`config.mk`:
```
export PLATFORM = sky130hd
export DESIGN_NAME = overheat_alarm_with_setpoint
export DESIGN_NICKNAME = d
export VERILOG_FILES = /design/src/sv/ovha_pkg.sv /design/src/sv/ovha_csr.sv /design/src/sv/ovha_intake.sv /design/src/sv/ovha_core.sv /design/src/sv/overheat_alarm_with_setpoint.sv
export SDC_FILE = /design/constraint.sdc
export NUM_CORES = 1
export LEC_CHECK = 0
export ABC_AREA = 1
export BUFFER_PORTS_ARGS = -buffer_cell sky130_fd_sc_hd__buf_2
export CORE_MARGIN = 1
export CORE_UTILIZATION = 35
export CTS_CLUSTER_DIAMETER = 40
export DETAILED_ROUTE_END_ITERATION = 8
export GPL_ROUTABILITY_DRIVEN = 0
export PLACE_DENSITY_LB_ADDON = 0.05
export SLEW_MARGIN = 5
export SYNTH_ARGS = -nofsm -noshare
export SYNTH_HDL_FRONTEND = slang
export SYNTH_SLANG_ARGS = --single-unit
```
`constraint.sdc`:
```
create_clock -name clock -period 4.9 [get_ports clock]
set_input_delay 0.245 -clock clock [delete_from_list [all_inputs] [get_ports clock]]
set_output_delay 0.245 -clock clock [all_outputs]
set_load 0.02 [all_outputs]
```
`src/sv/ovha_pkg.sv`:
```
// ----------------------------------------------------------------------------
// ovha_pkg: shared types, constants and helpers of the overheat alarm
// Digit codes, BCD helpers and the word formats passed between units.
// ----------------------------------------------------------------------------
package ovha_pkg;

   localparam int CountWidth = 14;
   localparam int TempWidth  = 7;
   localparam int SegWidth   = 7;

   localparam logic [CountWidth-1:0] CountMax     = 14'd9999;
   localparam logic [CountWidth-1:0] DefaultReset = 14'd35;
   localparam logic [15:0]           DefaultResetBcd = 16'h0035;

   // floor(s * 488 / 1000) == floor(s * 61 / 125) == (s * 1023458) >> 21 for 8-bit s
   localparam int                 TempShift  = 21;
   localparam logic [19:0]        TempRecip  = 20'd1023458;

   typedef logic [3:0]            bcd_digit_type;
   typedef logic [3:0][3:0]       bcd4_type;

   // One scan, as held in the input register
   typedef struct packed {
      logic [TempWidth-1:0] temp;
      logic                 set_p;
      logic                 inc_p;
      logic                 dec_p;
      logic                 restore_p;
   } item_type;

   // Default setpoint as seen by the core
   typedef struct packed {
      logic [CountWidth-1:0] bin;
      bcd4_type              bcd;
      logic                  busy;
   } default_type;

   function automatic logic [SegWidth-1:0] seg_code(input bcd_digit_type d);
      logic [SegWidth-1:0] s;
      case (d)
         4'd0:    s = 7'h3f;
         4'd1:    s = 7'h06;
         4'd2:    s = 7'h5b;
         4'd3:    s = 7'h4f;
         4'd4:    s = 7'h66;
         4'd5:    s = 7'h6d;
         4'd6:    s = 7'h7d;
         4'd7:    s = 7'h07;
         4'd8:    s = 7'h7f;
         4'd9:    s = 7'h6f;
         default: s = 7'h00;
      endcase
      return s;
   endfunction

   // Double-dabble correction of one digit
   function automatic bcd_digit_type add3(input bcd_digit_type d);
      bcd_digit_type r;
      r = (d >= 4'd5) ? d + 4'd3 : d;
      return r;
   endfunction

   function automatic bcd4_type dabble_adj(input bcd4_type v);
      bcd4_type r;
      for (int i = 0; i < 4; i++) begin
         r[i] = add3(v[i]);
      end
      return r;
   endfunction

   // Temperature (0..124) to three BCD digits, one bit per step
   function automatic bcd4_type temp_to_bcd(input logic [TempWidth-1:0] t);
      logic [11:0] b;
      bcd4_type    r;
      b = '0;
      for (int i = TempWidth - 1; i >= 0; i--) begin
         b = {add3(b[11:8]), add3(b[7:4]), add3(b[3:0])};
         b = {b[10:0], t[i]};
      end
      r = {4'd0, b};
      return r;
   endfunction

   function automatic bcd4_type bcd_inc(input bcd4_type v);
      bcd4_type r;
      logic     carry;
      r     = v;
      carry = 1'b1;
      for (int i = 0; i < 4; i++) begin
         if (carry) begin
            if (v[i] == 4'd9) begin
               r[i] = 4'd0;
            end else begin
               r[i]  = v[i] + 4'd1;
               carry = 1'b0;
            end
         end
      end
      return r;
   endfunction

   function automatic bcd4_type bcd_dec(input bcd4_type v);
      bcd4_type r;
      logic     borrow;
      r      = v;
      borrow = 1'b1;
      for (int i = 0; i < 4; i++) begin
         if (borrow) begin
            if (v[i] == 4'd0) begin
               r[i] = 4'd9;
            end else begin
               r[i]   = v[i] - 4'd1;
               borrow = 1'b0;
            end
         end
      end
      return r;
   endfunction

endpackage

```
`src/sv/ovha_csr.sv`:
```
// ----------------------------------------------------------------------------
// ovha_csr: default setpoint register
// Clamps the written value and converts it to BCD, one bit per cycle.
// ----------------------------------------------------------------------------
module ovha_csr
   import ovha_pkg::*;
(
   input  logic                  clock,
   input  logic                  reset,
   input  logic                  csr_valid,
   output logic                  csr_ready,
   input  logic [CountWidth-1:0] csr_default_setpoint,
   output default_type           dflt
);

   logic [CountWidth-1:0] bin_ff, bin_in;
   logic [CountWidth-1:0] shift_ff, shift_in;
   bcd4_type              bcd_ff, bcd_in;
   logic [3:0]            cnt_ff, cnt_in;
   logic                  busy_ff, busy_in;
   bcd4_type              adj;

   assign csr_ready = !busy_ff;
   assign adj       = dabble_adj(bcd_ff);

   always_comb begin
      bin_in   = bin_ff;
      shift_in = shift_ff;
      bcd_in   = bcd_ff;
      cnt_in   = cnt_ff;
      busy_in  = busy_ff;
      if (csr_valid && csr_ready) begin
         bin_in   = (csr_default_setpoint > CountMax) ? CountMax : csr_default_setpoint;
         shift_in = bin_in;
         bcd_in   = '0;
         cnt_in   = 4'(CountWidth);
         busy_in  = 1'b1;
      end else if (busy_ff) begin
         // shift one binary bit into the BCD accumulator
         bcd_in   = {adj[3][2:0], adj[2], adj[1], adj[0], shift_ff[CountWidth-1]};
         shift_in = {shift_ff[CountWidth-2:0], 1'b0};
         cnt_in   = cnt_ff - 4'd1;
         busy_in  = (cnt_ff != 4'd1);
      end
   end

   always_ff @(posedge clock) begin
      if (reset) begin
         bin_ff   <= DefaultReset;
         bcd_ff   <= DefaultResetBcd;
         shift_ff <= '0;
         cnt_ff   <= '0;
         busy_ff  <= 1'b0;
      end else begin
         bin_ff   <= bin_in;
         bcd_ff   <= bcd_in;
         shift_ff <= shift_in;
         cnt_ff   <= cnt_in;
         busy_ff  <= busy_in;
      end
   end

   assign dflt.bin  = bin_ff;
   assign dflt.bcd  = bcd_ff;
   assign dflt.busy = busy_ff;

endmodule

```
`src/sv/ovha_intake.sv`:
```
// ----------------------------------------------------------------------------
// ovha_intake: input register
// Scales the sample to a temperature and holds one scan for the core.
// ----------------------------------------------------------------------------
module ovha_intake
   import ovha_pkg::*;
(
   input  logic       clock,
   input  logic       reset,
   input  logic       req_valid,
   output logic       req_ready,
   input  logic [7:0] req_adc_sample,
   input  logic       req_set_pressed,
   input  logic       req_inc_pressed,
   input  logic       req_dec_pressed,
   input  logic       req_restore_pressed,
   input  logic       hold,
   input  logic       take,
   output logic       item_valid,
   output item_type   item
);

   logic        valid_ff, valid_in;
   item_type    item_ff;
   logic [27:0] product;
   logic        accept;

   assign product   = {20'd0, req_adc_sample} * {8'd0, TempRecip};
   assign req_ready = (!valid_ff || take) && !hold;
   assign accept    = req_valid && req_ready;

   always_comb begin
      valid_in = valid_ff;
      if (accept) begin
         valid_in = 1'b1;
      end else if (take) begin
         valid_in = 1'b0;
      end
   end

   always_ff @(posedge clock) begin
      if (reset) begin
         valid_ff <= 1'b0;
      end else begin
         valid_ff <= valid_in;
      end
   end

   always_ff @(posedge clock) begin
      if (accept) begin
         item_ff.temp      <= product[TempShift +: TempWidth];
         item_ff.set_p     <= req_set_pressed;
         item_ff.inc_p     <= req_inc_pressed;
         item_ff.dec_p     <= req_dec_pressed;
         item_ff.restore_p <= req_restore_pressed;
      end
   end

   assign item_valid = valid_ff;
   assign item       = item_ff;

endmodule

```
`src/sv/ovha_core.sv`:
```
// ----------------------------------------------------------------------------
// ovha_core: mode state and result register
// Updates mode, setpoint, count and alarm per scan and registers the result.
// ----------------------------------------------------------------------------
module ovha_core
   import ovha_pkg::*;
(
   input  logic                clock,
   input  logic                reset,
   input  logic                item_valid,
   input  item_type            item,
   input  default_type         dflt,
   output logic                take,
   output logic                rsp_valid,
   input  logic                rsp_ready,
   output logic [SegWidth-1:0] rsp_seg_thousands,
   output logic [SegWidth-1:0] rsp_seg_hundreds,
   output logic [SegWidth-1:0] rsp_seg_tens,
   output logic [SegWidth-1:0] rsp_seg_units,
   output logic                rsp_buzzer_on,
   output logic                rsp_adjusting
);

   logic                  adjust_ff, adjust_in;
   logic                  alarm_ff, alarm_in;
   logic [CountWidth-1:0] setpoint_ff, setpoint_in;
   logic [CountWidth-1:0] count_ff, count_in;
   bcd4_type              count_bcd_ff, count_bcd_in;
   logic                  rsp_valid_ff, rsp_valid_in;
   logic [SegWidth-1:0]   seg_ff [4];
   bcd4_type              shown;

   assign take = item_valid && (!rsp_valid_ff || rsp_ready);

   always_comb begin
      adjust_in    = adjust_ff;
      alarm_in     = alarm_ff;
      setpoint_in  = setpoint_ff;
      count_in     = count_ff;
      count_bcd_in = count_bcd_ff;
      shown        = temp_to_bcd(item.temp);
      if (!adjust_ff) begin
         alarm_in = {{(CountWidth-TempWidth){1'b0}}, item.temp} >= setpoint_ff;
         if (item.set_p) begin
            adjust_in = 1'b1;
         end
      end else begin
         if (item.inc_p) begin
            if (count_ff < CountMax) begin
               count_in     = count_ff + 14'd1;
               count_bcd_in = bcd_inc(count_bcd_ff);
            end
         end else if (item.dec_p) begin
            if (count_ff != '0) begin
               count_in     = count_ff - 14'd1;
               count_bcd_in = bcd_dec(count_bcd_ff);
            end
         end else if (item.restore_p) begin
            setpoint_in  = dflt.bin;
            count_in     = dflt.bin;
            count_bcd_in = dflt.bcd;
         end
         shown = count_bcd_in;
         if (item.set_p) begin
            setpoint_in = count_in;
            adjust_in   = 1'b0;
         end
      end
   end

   always_comb begin
      rsp_valid_in = rsp_valid_ff;
      if (take) begin
         rsp_valid_in = 1'b1;
      end else if (rsp_ready) begin
         rsp_valid_in = 1'b0;
      end
   end

   always_ff @(posedge clock) begin
      if (reset) begin
         adjust_ff    <= 1'b0;
         alarm_ff     <= 1'b0;
         setpoint_ff  <= DefaultReset;
         count_ff     <= DefaultReset;
         count_bcd_ff <= DefaultResetBcd;
         rsp_valid_ff <= 1'b0;
      end else begin
         rsp_valid_ff <= rsp_valid_in;
         if (take) begin
            adjust_ff    <= adjust_in;
            alarm_ff     <= alarm_in;
            setpoint_ff  <= setpoint_in;
            count_ff     <= count_in;
            count_bcd_ff <= count_bcd_in;
         end
      end
   end

   always_ff @(posedge clock) begin
      if (take) begin
         seg_ff[0] <= seg_code(shown[3]);
         seg_ff[1] <= seg_code(shown[2]);
         seg_ff[2] <= seg_code(shown[1]);
         seg_ff[3] <= seg_code(shown[0]);
      end
   end

   assign rsp_valid         = rsp_valid_ff;
   assign rsp_seg_thousands = seg_ff[0];
   assign rsp_seg_hundreds  = seg_ff[1];
   assign rsp_seg_tens      = seg_ff[2];
   assign rsp_seg_units     = seg_ff[3];
   assign rsp_buzzer_on     = alarm_ff;
   assign rsp_adjusting     = adjust_ff;

endmodule

```
`src/sv/overheat_alarm_with_setpoint.sv`:
```
// ----------------------------------------------------------------------------
// overheat_alarm_with_setpoint: temperature alarm with adjustable setpoint
// Shows the scaled temperature or the edited setpoint on four seven-segment
// digits and drives the buzzer when the temperature reaches the setpoint.
// ----------------------------------------------------------------------------
//
//   channel | direction | handshake             | word
//   --------+-----------+-----------------------+-------------------------------
//   req     | in        | req_valid / req_ready | sample and four button levels
//   rsp     | out       | rsp_valid / rsp_ready | four segment codes, buzzer, mode
//   csr     | in        | csr_valid / csr_ready | default setpoint (14 bits)
//
// On its way from req to rsp the sample is scaled into the
// input register, then mode, count and alarm update into the result register.
// One word per cycle is sustained while rsp_ready stays high and no csr write
// is converting; the result register frees the input side whenever rsp_ready is high or it is empty.
// A csr write keeps csr_ready and req_ready low while the value
// is converted to BCD, one bit per cycle. Reset is synchronous, active high,
// and loads the default setpoint 35.
// ----------------------------------------------------------------------------
module overheat_alarm_with_setpoint
   import ovha_pkg::*;
(
   input  logic                  clock,
   input  logic                  reset,
   // scan input
   input  logic                  req_valid,
   output logic                  req_ready,
   input  logic [7:0]            req_adc_sample,
   input  logic                  req_set_pressed,
   input  logic                  req_inc_pressed,
   input  logic                  req_dec_pressed,
   input  logic                  req_restore_pressed,
   // display and alarm output
   output logic                  rsp_valid,
   input  logic                  rsp_ready,
   output logic [SegWidth-1:0]   rsp_seg_thousands,
   output logic [SegWidth-1:0]   rsp_seg_hundreds,
   output logic [SegWidth-1:0]   rsp_seg_tens,
   output logic [SegWidth-1:0]   rsp_seg_units,
   output logic                  rsp_buzzer_on,
   output logic                  rsp_adjusting,
   // default setpoint register
   input  logic                  csr_valid,
   output logic                  csr_ready,
   input  logic [CountWidth-1:0] csr_default_setpoint
);

   default_type dflt;
   item_type    item;
   logic        item_valid;
   logic        take;

   // Hold the default and its BCD form; stall intake while converting
   ovha_csr u_csr (
      .clock                (clock),
      .reset                (reset),
      .csr_valid            (csr_valid),
      .csr_ready            (csr_ready),
      .csr_default_setpoint (csr_default_setpoint),
      .dflt                 (dflt)
   );

   // Scale the sample to degrees and register the scan
   ovha_intake u_intake (
      .clock               (clock),
      .reset               (reset),
      .req_valid           (req_valid),
      .req_ready           (req_ready),
      .req_adc_sample      (req_adc_sample),
      .req_set_pressed     (req_set_pressed),
      .req_inc_pressed     (req_inc_pressed),
      .req_dec_pressed     (req_dec_pressed),
      .req_restore_pressed (req_restore_pressed),
      .hold                (dflt.busy),
      .take                (take),
      .item_valid          (item_valid),
      .item                (item)
   );

   // Advance the mode state and register the displayed word
   ovha_core u_core (
      .clock             (clock),
      .reset             (reset),
      .item_valid        (item_valid),
      .item              (item),
      .dflt              (dflt),
      .take              (take),
      .rsp_valid         (rsp_valid),
      .rsp_ready         (rsp_ready),
      .rsp_seg_thousands (rsp_seg_thousands),
      .rsp_seg_hundreds  (rsp_seg_hundreds),
      .rsp_seg_tens      (rsp_seg_tens),
      .rsp_seg_units     (rsp_seg_units),
      .rsp_buzzer_on     (rsp_buzzer_on),
      .rsp_adjusting     (rsp_adjusting)
   );

endmodule

```
==> impl_metrics.json, run 1 <==
{
  "post-place-cells": 1953,
  "netlist_top_cells_area": "dfxtp_1 (17%), ha_1 (11%), edfxtp_1 (10%), nand2_1 (9.8%), fa_1 (8.0%)",
  "max_fclk_ghz": 0.227,
  "setup_total_negative_slack_ps": 0,
  "crit-reg2reg-launch": "u_intake.item[9]",
  "global_route.usage.total_pct": 19.5,
  "multi_input_area_sq_mm": 0.00701,
  "synth_warnings": 0,
  "grt_remaining_overflow": 0,
  "worst_hold_slack_ps": 59.3,
  "clk_latency_ps": 450,
  "clock_sinks": 136,
  "drive_gt1_share_pct": 9.89,
  "ff_latch_area_sq_mm": 0.00311,
  "layout_min_cycle_time_ps": 4410,
  "worst_path_dominant_cell_family": "simple AND/OR/NAND/NOR gates",
  "core_footprint_sq_mm": 0.0316,
  "worst-setup-path-type": "flop to flop",
  "port_buffers": 63,
  "dpl_worst_slack_ps": 422,
  "synth_top_area_share_pct": 17.2,
  "fin_skew_ps": 12.2,
  "grt_max_degree": 48,
  "floorplan.initialDensity_pct": 35.6,
  "grt_first_pass_wirelength_um": 51000,
  "drt-wirelength-per-cell_um": 15.4,
  "num_io_pins": 64,
  "most-common-layout-cells": "nand2_1 (293), inv_1 (229), o21ai_0 (166)",
  "status": "complete, no violations",
  "ff2ff_path_depth": 28,
  "max_cap_viol_count": 0,
  "rr_endpoint": "u_core.seg_ff[2][1]",
  "antenna_left": 0,
  "detail_route.drc_violations": 0,
  "route.vias.total": 10100,
  "seq_area_frac_synth_pct": 27.6,
  "postSynthCellCount": 1529,
  "hold_path_class": "primary input to flop",
  "syn_nets": 1706,
  "critical-path-top-cell-by-count": "nand2_1",
  "totalPowerFinal_uw": 6420,
  "first_pass_iters": 5,
  "slew_violations": 0,
  "post_synth_instance_area_sq_mm": 0.0113,
  "critPathMaxStageDelay_ps": 440,
  "startpoint_kind_of_the_worst_setup_timing_path": "flop",
  "synth.ff_latch_count": 136,
  "power_leakage_uw": 0.00578,
  "number_of_synthesized_flops_with_an_enable_pin": 39,
  "whs_endpoint": "u_csr.shift_ff[2]",
  "report.final.hold_viol_count": 0,
  "area_delta_synth_final_pct": 11.9,
  "tritoncts": "built",
  "finalSetupViolations": 0,
  "fillCellCount": 3325,
  "async_flop_share_pct": 0,
  "max_slew_margin_pct": 48.3,
  "via_per_inst": 5.05,
  "syn_avg_cell_area_sq_um": 7.37,
  "timing.hold.worst.start": "csr_default_setpoint[2]",
  "detail_route.wirelength_um": 30700,
  "p_per_area_mw_per_mm2": 509,
  "tritoncts.num_buffers": 17,
  "whs_path_depth": 3,
  "final_net_count": 1751,
  "worst-endpoint-arrival_ps": 4610,
  "worst_margin_slew_ps": 776,
  "die_width_um": 181,
  "rsz0062_at_grt": "no",
  "initial_antenna_violation_count": 0,
  "finalCritPeriodShare_pct": 90.0,
  "max-vdd-ir-drop_v": 0.000262,
  "worstPathBufferInverterCount": 6,
  "detailedRoute.firstIterationViolations": 562,
  "design.die.area_sq_mm": 0.0329,
  "postSynth.topFlopCell": "dfxtp_1",
  "antennaDiodeCount": 0,
  "netlist.top_cell.by_area": "dfxtp_1",
  "worstSetupEndpointType": "flop",
  "synth.distinct_cells": 54,
  "post-dp-hpwl_um": 23000,
  "grt_pass1_vias": 9610,
  "clock_slew_at_the_register_clock_pins_of_the_worst_setup_and_hold_paths_ps": 70,
  "num_rows": 65,
  "fp.dieH_um": 181,
  "layout.cells.most_common": "nand2_1",
  "slowest_stage": "edfxtp_1",
  "cts.path.max_buffers": 2,
  "rrSetupSlack_ps": 490,
  "h-tree-depth": 4,
  "clockRootBuffer": "clkbuf_16",
  "critical_path_required_ps": 5100,
  "post-route-worst-setup-slack_ps": 489,
  "worstPathMaxFanout": 6,
  "post_layout_nonfiller_instances": 1989
}
-- kinds of logic after synthesis --
logic type      count (synthesis)  synth area share, %
flops                         136                 27.6
fa+ha+maj                     146                 19.2
xor+xnor                       30                 2.33
simple gates                  524                 20.9
compound gates                397                 19.7
buf+inv                       296                 10.2
-- worst max-delay path by stage --
stage	start	endpoint	slack [ps]	cells past startpoint
after floorplan	req_adc_sample[5]	u_intake.item[8]	850	17
after global placement	req_adc_sample[5]	u_intake.item[8]	460	18
after detailed placement	req_adc_sample[5]	u_intake.item[8]	420	18
after CTS	u_intake.item[9]	u_core.seg_ff[2][1]	480	28
after global routing	u_intake.item[9]	u_core.seg_ff[3][4]	10	31
final	u_intake.item[9]	u_core.seg_ff[2][1]	490	28
-- per-stage QoR --
stage / instance area (sq um) / util [%]
2_1_floorplan: 11300 / -
3_3_place_gp: 12000 / 37.8
3_5_place_dp: 12000 / 37.8
4_1_cts: 12600 / 39.8
5_1_grt: 12600 / 39.8
6_report: 12600 / 39.8
-- flip-flops by register name, summed over array words and instances, names as in the netlist, 4 cells and up --
| signal | count |
|---|---|
| u_core.seg_ff | 28 |
| u_csr.dflt | 16 |
| u_core.setpoint_ff | 14 |
| u_core.count_bcd_ff | 16 |
| u_csr.cnt_ff | 4 |
| u_core.count_ff | 14 |
| u_intake.item | 11 |
| u_csr.shift_ff | 14 |
| u_csr.bin_ff | 14 |
-- synthesized netlist by cell type (4+ instances only) --
cell type and count:
nand3_2 4, buf_2 7, fa_1 45, dfxtp_1 97
nand2_2 7, xor2_1 26, o221ai_1 6, a21oi_2 4
nor2_4 4, nand3_1 90, nand3b_1 10, inv_1 229
buf_1 6, ha_1 101, nor2_1 67, o21ai_0 166
edfxtp_1 39, nor3_1 12, a21oi_1 129, a31oi_1 15
o211ai_1 41, nor4_1 4, o21ai_1 5, nor2_2 5
clkbuf_1 40, nand2_1 293, nand4_1 11, o22ai_1 10
or2_2 4, inv_2 7, xnor2_1 4
-- routing by layer --
metal  up-vias  share of wire [%]  GRT usage, %
met4         0                1.1          5.08
li1       5194                  -             -
met2       111                 47          32.1
met1      4729                 49          26.5
met5         -                  0             0
met3        20                2.8          3.19
-- tightest hold or removal path: stages --
cell and delay, ps:
buf_2 80, nor3_1 70, nor2_1 80
-- where the power goes --
| part | switching, uW | total, uW | internal, uW |
|---|---|---|---|
| sequential | 87.5 | 1550 | 1470 |
| combinational | 2240 | 3510 | 1270 |
| clock | 556 | 1360 | 804 |
-- layout make-up --
type / instances / share of cell area [%]
repair buffers: 84 / 3.83
clock inverters: 14 / 1.38
inverters: 238 / 7.09
multi-input cells: 1097 / 55.6
well taps: 402 / 3.99
clock buffers: 18 / 3.41
flip-flops and latches: 136 / 24.7
-- repair_timing --
| item | 4_1_cts | 5_1_grt |
|---|---|---|
| gates resized for setup | 0 | 0 |
| hold buffers | 4 | 0 |
| setup buffers | 0 | 0 |
| endpoints found under the hold margin | 4 | 0 |
No activity file was read; power rests on OpenSTA's default activity.
==> run 2: changes to the inputs <==
--- a/config.mk
+++ b/config.mk
@@ -11,3 +11,2 @@
 export CORE_UTILIZATION = 35
-export CTS_CLUSTER_DIAMETER = 40
 export DETAILED_ROUTE_END_ITERATION = 8
==> constraint.sdc (replaced) <==
create_clock -name clock -period 4.9 [get_ports clock]
set_input_delay 0 -clock clock [delete_from_list [all_inputs] [get_ports clock]]
set_output_delay 0 -clock clock [all_outputs]
set_load 0.02 [all_outputs]
==> run 2 against run 1 <==
  * Flip-flop and latch count is the same
  * Final cell count rose by 0.55%
  * Combinational power hardly changed
  * Non-clock buffer count is 12 higher
  * Setup slack improved by 37 ps
  * Register-to-register slack improved by 40 ps
  * Clock-buffer cell count grew 2
  * Routed wire length down 0.60%
  * Utilization up 0.43 points
  * Critical endpoint unchanged
==> impl_metrics.json, run 2 (same netlist as run 1, synthesis figures left out) <==
{
  "worst-setup-path-type": "flop to flop",
  "num_io_pins": 64,
  "drt-wirelength-per-cell_um": 15.3,
  "drive_gt1_share_pct": 9.64,
  "critical_path_required_ps": 5080,
  "largest_register_ffs": 28,
  "cts.repair.resized": 0,
  "detail_route.drc_violations": 0,
  "most-common-layout-cells": "nand2_1 (293), inv_1 (229), o21ai_0 (166)",
  "fin_skew_ps": 12.7,
  "design.die.area_sq_mm": 0.0329,
  "final_net_count": 1763,
  "critical-path-top-cell-by-count": "nand2_1",
  "finalSetupViolations": 0,
  "ff2ff_path_depth": 27,
  "h-tree-depth": 4,
  "initial_antenna_violation_count": 0,
  "via_per_inst": 5.03,
  "detail_route.wirelength_um": 30500,
  "power_leakage_uw": 0.00585,
  "grt_pass1_vias": 9750,
  "global_route.usage.total_pct": 19.3,
  "max_cap_viol_count": 0,
  "finalCritPeriodShare_pct": 89.2,
  "grt_first_pass_wirelength_um": 50600,
  "timing.hold.worst.start": "csr_default_setpoint[0]",
  "worstSetupEndpointType": "flop",
  "startpoint_kind_of_the_worst_setup_timing_path": "flop",
  "max-vdd-ir-drop_v": 0.000260,
  "detailed_place.area_sq_mm": 0.0120,
  "detailedRoute.firstIterationViolations": 448,
  "ctsHoldBuffers": 17,
  "rrSetupSlack_ps": 530,
  "whs_endpoint": "u_csr.bin_ff[0]",
  "cts.path.max_buffers": 2,
  "crit-reg2reg-launch": "u_intake.item[8]",
  "tritoncts": "built",
  "setup_total_negative_slack_ps": 0,
  "critPathMaxStageDelay_ps": 480,
  "grt_max_degree": 48,
  "layout.cells.most_common": "nand2_1",
  "largest-register": "u_core.seg_ff",
  "fillCellCount": 3363,
  "antenna_left": 0,
  "layout_min_cycle_time_ps": 4370,
  "max_fclk_ghz": 0.229,
  "clock_sinks": 136,
  "grt_remaining_overflow": 0,
  "status": "complete, no violations",
  "tritoncts.num_buffers": 17,
  "cts_post_setup_buffers_inserted": 0,
  "post-dp-hpwl_um": 23000,
  "post-route-cell-area_sq_mm": 0.0127,
  "worst_margin_slew_ps": 832,
  "whs_path_depth": 3,
  "max_slew_margin_pct": 44.5,
  "port_buffers": 63,
  "report.final.hold_viol_count": 0,
  "floorplan.initialDensity_pct": 35.6,
  "route.vias.total": 10100,
  "antennaDiodeCount": 0,
  "die_width_um": 181,
  "clk_latency_ps": 440,
  "worstPathMaxFanout": 6,
  "hold_path_class": "primary input to flop",
  "core_footprint_sq_mm": 0.0316,
  "area_delta_synth_final_pct": 13.1,
  "p_per_area_mw_per_mm2": 506,
  "rsz0062_at_grt": "no",
  "worst-endpoint-arrival_ps": 4560,
  "rr_endpoint": "u_core.seg_ff[2][1]",
  "fp.dieH_um": 181,
  "first_pass_iters": 4,
  "clockRootBuffer": "clkbuf_16",
  "startpoint": "u_intake.item[8]",
  "slowest_stage": "edfxtp_1",
  "worst_hold_slack_ps": 38.2,
  "clock_slew_at_the_register_clock_pins_of_the_worst_setup_and_hold_paths_ps": 60,
  "num_rows": 65,
  "slew_violations": 0
}
run 2: changes by cell type in the layout (fill, tap and decap cells not counted):
cell	change
clkbuf_8	+1
inv_4	+4
clkbuf_1	+1
buf_4	-1
bufinv_16	+1
clkinvlp_4	-3
clkinv_2	-2
clkinv_4	-1
dlygate4sd3_1	+13
inv_6	-2
run 2: critical path, delay by kind of cell (launching register included):
kind | cells | cell delay [ps]
flops | 1 | 480
compound gates | 2 | 330
buf+inv | 5 | 390
fa+ha+maj | 5 | 1080
simple gates | 15 | 1830
run 2: worst max-delay path by stage:
stage	cells past startpoint	to	slack (ps)
floorplan	27	u_core.seg_ff[2][1]	880
global placement	27	u_core.seg_ff[2][1]	650
detailed placement	27	u_core.seg_ff[2][1]	530
CTS	27	u_core.seg_ff[2][1]	510
global route	27	u_core.seg_ff[2][1]	90
finish	27	u_core.seg_ff[2][1]	530
run 2: layout make-up:
class	count	area, sq um	share of cell area (%)
clock buffers	20	447	3.51
clock inverters	11	170	1.34
inverters	238	893	7.01
multi-input cells	1097	7010	55.0
flip-flops and latches	136	3110	24.4
well taps	402	503	3.95
repair buffers	96	606	4.75
run 2: per-stage QoR:
step | setup slack, ps | power, uW | instances | utilization [%]
after global routing | 92.7 | 7160 | 2000 | 40.3
after detailed placement | 529 | 5080 | 1952 | 37.8
final | 527 | 6440 | 2000 | 40.3
after floorplan | 881 | 4300 | 1529 | -
after CTS | 512 | 6520 | 2000 | 40.3
after global placement | 648 | 5070 | 1952 | 37.8
run 2: per-layer routing:
| metal | routed length, um | track usage (%) | part of all wire, % | up-vias |
|---|---|---|---|---|
| li1 | - | - | - | 5210 |
| met3 | 741 | 2.55 | 2.4 | 27 |
| met2 | 14300 | 32.2 | 47 | 118 |
| met5 | 0 | 0 | 0 | - |
| met1 | 15100 | 26.0 | 49 | 4704 |
| met4 | 405 | 5.69 | 1.3 | 0 |
run 2: power by group:
part           leakage [uW]  switching, uW  internal (uW)
registers           0.00114           88.8           1470
clock network      0.000302            533            865
logic               0.00441           2220           1280
==> run 3: changes to the inputs <==
HOLD_SLACK_MARGIN = 0.12   (was default)
==> run 3 against run 2 <==
  * Register-to-register slack about the same
  * Hold slack gained 120 ps
  * Clock skew barely moved
  * Flip-flop and latch count is the same
  * Sequential power is essentially flat
  * Combinational power is essentially flat
  * Critical path depth unchanged
  * Fmax about the same
  * Cell area is 0.31% higher
  * Via count barely moved
  * Non-clock buffer count up 4
  * Routed wire length increased by 0.37%
  * Critical path type unchanged
==> impl_metrics.json, run 3 (same netlist as run 1, synthesis figures left out) <==
{
  "startpoint_kind_of_the_worst_setup_timing_path": "flop",
  "via_per_inst": 5.02,
  "drt-wirelength-per-cell_um": 15.3,
  "most-common-layout-cells": "nand2_1 (293), inv_1 (229), o21ai_0 (166)",
  "power_leakage_uw": 0.00586,
  "post-dp-hpwl_um": 23000,
  "post-route-cell-area_sq_mm": 0.0128,
  "clock_sinks": 136,
  "grt_pass1_vias": 9784,
  "worst_margin_slew_ps": 831,
  "route.vias.total": 10100,
  "hold_path_class": "primary input to flop",
  "slew_violations": 0,
  "worst-setup-path-type": "flop to flop",
  "max_cap_viol_count": 0,
  "p_per_area_mw_per_mm2": 504,
  "layout.cells.most_common": "nand2_1",
  "max_slew_margin_pct": 44.6,
  "worstSetupEndpointType": "flop",
  "num_rows": 65,
  "largest_register_ffs": 28,
  "die_width_um": 181,
  "h-tree-depth": 4,
  "cts_post_setup_buffers_inserted": 0,
  "setup_total_negative_slack_ps": 0,
  "rrSetupSlack_ps": 530,
  "worst_hold_slack_ps": 163,
  "detailed_place.area_sq_mm": 0.0120,
  "tritoncts.num_buffers": 17,
  "finalSetupViolations": 0,
  "clk_latency_ps": 440,
  "global_route.usage.total_pct": 19.4,
  "grt_max_degree": 48,
  "initial_antenna_violation_count": 0,
  "report.final.hold_viol_count": 0,
  "max_fclk_ghz": 0.229,
  "post_layout_nonfiller_instances": 2004,
  "antenna_left": 0,
  "worstPathMaxFanout": 6,
  "detail_route.drc_violations": 0,
  "detail_route.wirelength_um": 30600,
  "grt_first_pass_wirelength_um": 50700,
  "largest-register": "u_core.seg_ff",
  "first_pass_iters": 5,
  "tritoncts": "built",
  "fp.dieH_um": 181,
  "whs_path_depth": 3,
  "detailedRoute.firstIterationViolations": 452,
  "grt_remaining_overflow": 0,
  "whs_endpoint": "u_core.setpoint_ff[11]",
  "rr_endpoint": "u_core.seg_ff[2][1]",
  "ff2ff_path_depth": 27,
  "status": "complete, no violations",
  "clock_slew_at_the_register_clock_pins_of_the_worst_setup_and_hold_paths_ps": 70,
  "clockRootBuffer": "clkbuf_16",
  "floorplan.initialDensity_pct": 35.6,
  "area_delta_synth_final_pct": 13.5,
  "cts.path.max_buffers": 2,
  "port_buffers": 63,
  "critical_path_required_ps": 5090,
  "worst-endpoint-arrival_ps": 4560,
  "post-place-cells": 1952,
  "final_net_count": 1767,
  "core_footprint_sq_mm": 0.0316,
  "drive_gt1_share_pct": 9.61,
  "finalCritPeriodShare_pct": 89.3,
  "rsz0062_at_grt": "no",
  "layout_min_cycle_time_ps": 4370,
  "timing.hold.worst.start": "reset",
  "max-vdd-ir-drop_v": 0.000260,
  "design.die.area_sq_mm": 0.0329,
  "crit-reg2reg-launch": "u_intake.item[8]",
  "fin_skew_ps": 12.4,
  "num_io_pins": 64,
  "antennaDiodeCount": 0,
  "fillCellCount": 3363
}
## run 3: worst max-delay path by stage
stage | startpoint | to | slack, ps | depth (start not counted)
floorplan | u_intake.item[8] | u_core.seg_ff[2][1] | 880 | 27
global placement | u_intake.item[8] | u_core.seg_ff[2][1] | 650 | 27
detailed placement | u_intake.item[8] | u_core.seg_ff[2][1] | 530 | 27
CTS | u_intake.item[8] | u_core.seg_ff[2][1] | 510 | 27
global route | u_intake.item[8] | u_core.seg_ff[2][1] | 90 | 27
finish | u_intake.item[8] | u_core.seg_ff[2][1] | 530 | 27
## run 3: report_power, final
group	internal [uW]	total (uW)	switching, uW
Clock	865	1400	531
Sequential	1470	1550	88.9
Combinational	1280	3490	2220
## run 3: per-stage QoR
step / setup slack [ps] / total power, uW / utilization (%)
6_report: 526 / 6440 / 40.4
5_1_grt: 92.7 / 7160 / 40.4
4_1_cts: 512 / 6520 / 40.4
3_5_place_dp: 529 / 5080 / 37.8
3_3_place_gp: 648 / 5070 / 37.8
2_1_floorplan: 881 / 4300 / -
## run 3: layout make-up
type                            count  area (sq um)  area share, %
Sequential cell                   136          3110           24.4
Multi-Input combinational cell   1097          7010           54.8
Inverter                          238           893           6.99
Tap cell                          402           503           3.94
Clock inverter                     11           170           1.33
Clock buffer                       20           447           3.50
Timing Repair Buffer              100           646           5.05
## run 3: metal layers
layer	global-route usage (%)	wire, um
met2	32.4	14300
met5	0	0
met4	5.69	406
met3	2.55	751
met1	26.0	15100
## run 3: timing repair
item	CTS	global route
endpoints found under the setup margin	0	0
gates resized for setup	0	0
endpoints found under the hold margin	45	0
hold buffers	21	0
## run 3: worst max-delay path, cell delays in order, from the launching register on
cell and delay (ps):
edfxtp_1 480, ha_1 260, nand2_1 70, nand3_1 80, nand2_1 140, ha_1 180
inv_1 50, or2_2 260, nand3_1 140, nand2_1 80, nand2_1 80, nand2_1 60
inv_1 100, ha_1 180, inv_1 50, or2_2 260, nand3_1 120, nand2_1 110
nand3_2 140, inv_1 50, ha_1 220, o211ai_1 210, a21oi_2 120, inv_1 140
ha_1 240, nand3b_1 170, nand2_1 70, nand2_1 50
